--- config.mk ---
export PLATFORM = sky130hd
export DESIGN_NAME = intel_hex_record_loader
export DESIGN_NICKNAME = d
export VERILOG_FILES = /design/src/hw/rtl/ihex_pkg.sv /design/src/hw/rtl/intel_hex_record_loader.sv
export SDC_FILE = /design/constraint.sdc
export NUM_CORES = 1
export LEC_CHECK = 0
export ABC_AREA = 0
export BUFFER_PORTS_ARGS = -buffer_cell sky130_fd_sc_hd__buf_2
export CORE_MARGIN = 2
export CORE_UTILIZATION = 50
export CTS_CLUSTER_DIAMETER = 50
export DETAILED_ROUTE_END_ITERATION = 10
export GPL_ROUTABILITY_DRIVEN = 0
export PLACE_DENSITY_LB_ADDON = 0.1
export SETUP_SLACK_MARGIN = 0.15
export SLEW_MARGIN = 20
export SYNTH_ARGS = -nofsm -noshare
export SYNTH_HDL_FRONTEND = slang
export SYNTH_SLANG_ARGS = --single-unit
export TNS_END_PERCENT = 100
--- constraint.sdc ---
create_clock -name clk -period 3.6 [get_ports clk]
set_clock_uncertainty 0.2 [all_clocks]
set_input_delay 0.54 -clock clk [delete_from_list [all_inputs] [get_ports clk]]
set_output_delay 0.54 -clock clk [all_outputs]
set_load 0.005 [all_outputs]
--- src/hw/rtl/ihex_pkg.sv ---
// Shared types, codes and the character decode for the hex record loader.
`timescale 1ns / 1ps

package ihex_pkg;

    typedef logic [1:0] kind_t;
    typedef logic [7:0] char_t;
    typedef logic [3:0] nibble_t;

    // Result kinds
    localparam kind_t KIND_DATA = 2'd0;
    localparam kind_t KIND_FILL = 2'd1;
    localparam kind_t KIND_EOF  = 2'd2;

    // Characters of interest
    localparam char_t CHAR_COLON      = 8'h3A;
    localparam char_t CHAR_DIGIT_BASE = 8'h30;
    localparam char_t CHAR_ALPHA_BASE = 8'h37;

    // Width of the record byte count
    localparam int COUNT_BITS = 8;

    // Convert one character to a nibble; non-hex characters still give a value
    function automatic nibble_t hex_nibble(input char_t c);
        char_t d;
        d = (c < CHAR_COLON) ? (c - CHAR_DIGIT_BASE) : (c - CHAR_ALPHA_BASE);
        return d[3:0];
    endfunction

endpackage

--- src/hw/rtl/intel_hex_record_loader.sv ---
// Top level of the hex record loader: character parser and result register.
//
//  Channel | Direction | Handshake          | Payload
//  --------+-----------+--------------------+---------------------------------------------
//  in      | input     | in_valid/in_stall  | in_char
//  out     | output    | out_valid/out_stall| out_kind, out_position, out_byte, fill_length
//
// One character is taken per cycle unless stalled; its result, if any, appears in
// the output register on the next cycle. The parse state is updated in that same cycle.
// in_stall is raised only while a held result is stalled on the output side.
// Reset (rst_n low, asynchronous) returns the parser to colon hunting at position zero.
// After the end-of-file result every further character is taken and dropped.
`timescale 1ns / 1ps

module intel_hex_record_loader #(
    parameter int ADDRESS_BITS = 16
) (
    input  logic                      clk,
    input  logic                      rst_n,
    input  logic                      in_valid,
    output logic                      in_stall,
    input  ihex_pkg::char_t           in_char,
    output logic                      out_valid,
    input  logic                      out_stall,
    output ihex_pkg::kind_t           out_kind,
    output logic [ADDRESS_BITS:0]     out_position,
    output logic [7:0]                out_byte,
    output logic [ADDRESS_BITS-1:0]   fill_length
);
    import ihex_pkg::*;

    localparam int POS_BITS = ADDRESS_BITS + 1;

    // Parser phases
    localparam logic [2:0] PH_HUNT  = 3'd0;
    localparam logic [2:0] PH_COUNT = 3'd1;
    localparam logic [2:0] PH_ADDR  = 3'd2;
    localparam logic [2:0] PH_TYPE  = 3'd3;
    localparam logic [2:0] PH_DATA  = 3'd4;

    logic [2:0]              phase_reg,    phase_next;
    logic [1:0]              digit_reg,    digit_next;
    logic [COUNT_BITS-1:0]   length_reg,   length_next;
    logic [ADDRESS_BITS-1:0] address_reg,  address_next;
    logic [POS_BITS-1:0]     position_reg, position_next;
    nibble_t                 high_reg,     high_next;
    logic                    finished_reg, finished_next;

    logic                    out_valid_reg,    out_valid_next;
    kind_t                   out_kind_reg,     out_kind_next;
    logic [POS_BITS-1:0]     out_position_reg, out_position_next;
    logic [7:0]              out_byte_reg,     out_byte_next;
    logic [ADDRESS_BITS-1:0] fill_length_reg,  fill_length_next;

    logic                    in_accept;
    nibble_t                 nib;
    logic [POS_BITS-1:0]     address_ext;
    logic [POS_BITS-1:0]     record_end;
    logic [POS_BITS-1:0]     fill_diff;
    logic [POS_BITS-1:0]     start_pos;
    logic [POS_BITS-1:0]     pos_inc;

    // Accept whenever the output register is empty or being emptied
    assign in_stall  = out_valid_reg & out_stall;
    assign in_accept = in_valid & ~in_stall;

    assign nib         = hex_nibble(in_char);
    assign address_ext = {1'b0, address_reg};
    assign record_end  = address_ext + {{(POS_BITS-COUNT_BITS){1'b0}}, length_reg};
    assign fill_diff   = address_ext - position_reg;
    assign start_pos   = (address_ext > position_reg) ? address_ext : position_reg;
    assign pos_inc     = position_reg + {{(POS_BITS-1){1'b0}}, 1'b1};

    // Advance the parser and build the result for an accepted transaction
    always_comb
    begin
        phase_next        = phase_reg;
        digit_next        = digit_reg;
        length_next       = length_reg;
        address_next      = address_reg;
        position_next     = position_reg;
        high_next         = high_reg;
        finished_next     = finished_reg;

        out_valid_next    = out_valid_reg & out_stall;
        out_kind_next     = out_kind_reg;
        out_position_next = out_position_reg;
        out_byte_next     = out_byte_reg;
        fill_length_next  = fill_length_reg;

        if (in_accept)
        begin
            out_valid_next    = 1'b0;
            out_kind_next     = KIND_DATA;
            out_position_next = position_reg;
            out_byte_next     = '0;
            fill_length_next  = '0;

            if (!finished_reg)
            begin
                case (phase_reg)
                    PH_HUNT:
                    begin
                        if (in_char == CHAR_COLON)
                        begin
                            phase_next = PH_COUNT;
                            digit_next = 2'd0;
                        end
                    end
                    PH_COUNT:
                    begin
                        if (digit_reg == 2'd0)
                        begin
                            high_next  = nib;
                            digit_next = 2'd1;
                        end
                        else
                        begin
                            length_next = {high_reg, nib};
                            digit_next  = 2'd0;
                            if ({high_reg, nib} == '0)
                            begin
                                finished_next  = 1'b1;
                                phase_next     = PH_HUNT;
                                out_valid_next = 1'b1;
                                out_kind_next  = KIND_EOF;
                            end
                            else
                            begin
                                phase_next   = PH_ADDR;
                                address_next = '0;
                            end
                        end
                    end
                    PH_ADDR:
                    begin
                        address_next = {address_reg[ADDRESS_BITS-5:0], nib};
                        if (digit_reg == 2'd3)
                        begin
                            digit_next = 2'd0;
                            phase_next = PH_TYPE;
                        end
                        else
                        begin
                            digit_next = digit_reg + 2'd1;
                        end
                    end
                    PH_TYPE:
                    begin
                        if (digit_reg == 2'd0)
                        begin
                            digit_next = 2'd1;
                        end
                        else
                        begin
                            digit_next = 2'd0;
                            // Zero-fill the gap up to the record address
                            if (address_ext > position_reg)
                            begin
                                out_valid_next   = 1'b1;
                                out_kind_next    = KIND_FILL;
                                fill_length_next = fill_diff[ADDRESS_BITS-1:0];
                            end
                            position_next = start_pos;
                            phase_next    = (record_end > start_pos) ? PH_DATA : PH_HUNT;
                        end
                    end
                    PH_DATA:
                    begin
                        if (digit_reg == 2'd0)
                        begin
                            high_next  = nib;
                            digit_next = 2'd1;
                        end
                        else
                        begin
                            digit_next     = 2'd0;
                            out_valid_next = 1'b1;
                            out_kind_next  = KIND_DATA;
                            out_byte_next  = {high_reg, nib};
                            position_next  = pos_inc;
                            if (record_end <= pos_inc)
                            begin
                                phase_next = PH_HUNT;
                            end
                        end
                    end
                    default:
                    begin
                        phase_next = PH_HUNT;
                        digit_next = 2'd0;
                    end
                endcase
            end
        end
    end

    // Hold control state
    always_ff @(posedge clk or negedge rst_n)
    begin
        if (!rst_n)
        begin
            phase_reg     <= PH_HUNT;
            digit_reg     <= '0;
            length_reg    <= '0;
            address_reg   <= '0;
            position_reg  <= '0;
            high_reg      <= '0;
            finished_reg  <= 1'b0;
            out_valid_reg <= 1'b0;
        end
        else
        begin
            phase_reg     <= phase_next;
            digit_reg     <= digit_next;
            length_reg    <= length_next;
            address_reg   <= address_next;
            position_reg  <= position_next;
            high_reg      <= high_next;
            finished_reg  <= finished_next;
            out_valid_reg <= out_valid_next;
        end
    end

    // Hold the result payload
    always_ff @(posedge clk)
    begin
        out_kind_reg     <= out_kind_next;
        out_position_reg <= out_position_next;
        out_byte_reg     <= out_byte_next;
        fill_length_reg  <= fill_length_next;
    end

    assign out_valid    = out_valid_reg;
    assign out_kind     = out_kind_reg;
    assign out_position = out_position_reg;
    assign out_byte     = out_byte_reg;
    assign fill_length  = fill_length_reg;

endmodule

==> results.json <==
{
  "finalHoldViolCount": 0,
  "synth_most_common_cell": "nor2_1",
  "cp-startpoint": "length_reg[0]",
  "netlist_area_um2": 6450,
  "routed_wl_mm": 18.5,
  "area_delta_synth_final_pct": 32.9,
  "yosysUniqueCellTypes": 66,
  "cp_slowest_cell": "dfrtp_1",
  "nNetsFinal": 939,
  "p_leak_nw": 3.99,
  "fmax_ghz": 0.248,
  "ys_ff_latch": 95,
  "start_util": 0.511,
  "boundaryPins": 57,
  "final_layout_size_suffix_gt1_frac": 0.334,
  "netlist.top_cell.by_area": "dfrtp_1",
  "grtUsageTotal": 0.274,
  "dp_hpwl_mm": 14.0,
  "initialDrtViolationCount": 584,
  "path_cells": "ha_2 -> buf_4 -> a21o_1 -> a21oi_2 -> o21ai_2 -> o41ai_4 -> o31ai_4 -> buf_4 -> a21oi_1 -> ha_1 -> nand4_1 -> nor3_2 -> a41o_1 -> a21oi_2 -> a211oi_4 -> buf_6 -> mux2_4",
  "die_area_um2": 13800,
  "core_area_um2": 12600,
  "clk_pin_slew_ps": 70,
  "min_period_ps": 4040,
  "worst-path-stages": 17,
  "syn_area_per_cell_um2": 9.70,
  "tritoncts": "built",
  "crit_buf_inv": 3,
  "end_kind": "flop",
  "max_stage_delay_ps": 390,
  "period_share": 1.12,
  "ys.flop_type": "dfrtp_1",
  "critPathTopFamily": "compound AO/OA/AOI/OAI gates",
  "stdcell_count": 1039,
  "cp_max_fo": 4,
  "r2r-start": "length_reg[0]",
  "wire_per_inst_um": 17.8,
  "rows": 41,
  "via_per_inst": 5.71,
  "grt_antenna_before_repair": 0,
  "cp_data_required_time_ps": 3640,
  "synth_edf_count": 43,
  "syn_nets": 742,
  "cts_buffers": 9,
  "drv_cap": 0,
  "clk_latency_ps": 360,
  "slew_headroom": 0.456,
  "rr_worst_depth": 17,
  "drc_errors": 0,
  "synth_common_cells": "nor2_1, ha_1, dfrtp_1",
  "vias": 5936,
  "grt_first_pass_wirelength_mm": 30.0,
  "syn_inst": 665,
  "htree_levels": 3,
  "io_buffers": 56,
  "hold_path_class": "input pin to asynchronous set/reset pin",
  "first_pass_iters": 5,
  "fin_setup_tns_ps": -1230,
  "drtAntennaViolNets": 0,
  "grt_pass1_vias": 5897,
  "yosysWarnings": 0,
  "criticalPathCategory": "flop to flop",
  "failed_checks": "setup timing",
  "numClockSinks": 95,
  "layout_setup_ws_ps": -440,
  "overflow": 0,
  "die_w_um": 118,
  "chipHeight_um": 118,
  "post-synth-top-area-fraction": 0.202,
  "irDropWorstVdd_v": 0.000224,
  "ctsLongestPathBuffers": 2,
  "hold_buffers": 0,
  "synth_seq_area_share": 0.402,
  "grt_max_degree": 44,
  "cts_root_buffer": "clkbuf_16",
  "setup_viol": 3,
  "dp_cells": 1009,
  "synth_area_leaders": "dfrtp_1, edfxtp_1, ha_1",
  "synthArstFlopShare": 0.547,
  "crit_arrival_ps": 4080,
  "rsz0062_at_grt": "true",
  "tightest_slew_ps": 808,
  "dp_slack_ps": -681,
  "outcome": "finished with violations",
  "maxSlewViolCount": 0,
  "antennaDiodeCount": 0,
  "p_per_area_nw_per_um2": 284,
  "postLayoutCoreUtil": 0.679,
  "cp-start-kind": "flop"
}
## metal layers
| layer | routed length (µm) | global-route usage | part of all wire | vias to the layer above |
|---|---|---|---|---|
| met1 | 7910 | 0.359 | 0.43 | 2837 |
| met2 | 8950 | 0.456 | 0.48 | 212 |
| met4 | 674 | 0.130 | 0.036 | 0 |
| met3 | 979 | 0.0300 | 0.053 | 51 |
| met5 | 0 | 0 | 0 | - |
| li1 | - | - | - | 2836 |
## metrics by stage
step / hold slack (ps) / total power, W / instance area (µm²)
finish: 52.9 / 0.00243 / 8570
floorplan: 44.4 / 0.00128 / 6600
detailed placement: 274 / 0.00138 / 8020
global route: 105 / 0.00252 / 8570
CTS: 72.3 / 0.00245 / 8470
global placement: 272 / 0.00137 / 8020
## worst register-to-register path: cells and delay by family (launching register included)
kind	cells	cell delay, ps
AOI/OAI and AO/OA	9	1780
adders and majority gates	2	410
buffers and inverters	3	450
DFF	1	390
muxes	1	300
and+or+nand+nor	2	430
## timing repair
action                                  4_1_cts  5_1_grt
buffers inserted                              6        7
endpoints found under the hold margin         0        0
endpoints found under the setup margin        3        4
gates cloned                                  0        1
pin swaps                                    13       21
gates resized for setup                      14        8
## final cells by class
class / instances / area (µm²)
inverters: 38 / 143
fillers: 1017 / 4050
flip-flops and latches: 95 / 2590
clock inverters: 4 / 76.3
multi-input cells: 510 / 3840
well taps: 172 / 215
repair buffers: 208 / 1440
clock buffers: 12 / 256
## cell usage in the layout, fill, tap and decap left out, drive strengths merged, types with 13 or more instances in the layout
| master | count |
|---|---|
| a21oi | 50 |
| a22o | 16 |
| buf | 208 |
| dfrtp | 52 |
| edfxtp | 43 |
| ha | 63 |
| inv | 37 |
| nand2 | 49 |
| nand3 | 15 |
| nand4 | 13 |
| nor2 | 80 |
| nor3 | 19 |
| o21ai | 26 |
| xnor2 | 32 |
## cell families after synthesis
group,after synthesis,synth area share
muxes,9,0.0153
and+or+nand+nor,225,0.177
DFF,95,0.402
AOI/OAI and AO/OA,167,0.177
xor gates and xnor gates,43,0.0584
adders and majority gates,65,0.128
buffers and inverters,61,0.0413
## final timing paths
kind,endpoint,slack [ps]
worst min register to register,length_reg[7],290
min in group clk,length_reg[7],290
worst max register to register,phase_reg[0],-440
worst max-delay path,phase_reg[0],-440
worst min-delay path,length_reg[2],50
max in group asynchronous,position_reg[13],2350
## power by group
| group | switching, W | internal (W) | total, W |
|---|---|---|---|
| clock network | 0.000424 | 0.000650 | 0.00107 |
| logic | 0.000107 | 0.0000891 | 0.000196 |
| registers | 0.0000119 | 0.00115 | 0.00117 |
| total | 0.000542 | 0.00189 | 0.00243 |
(Power assumes the default switching activity.)
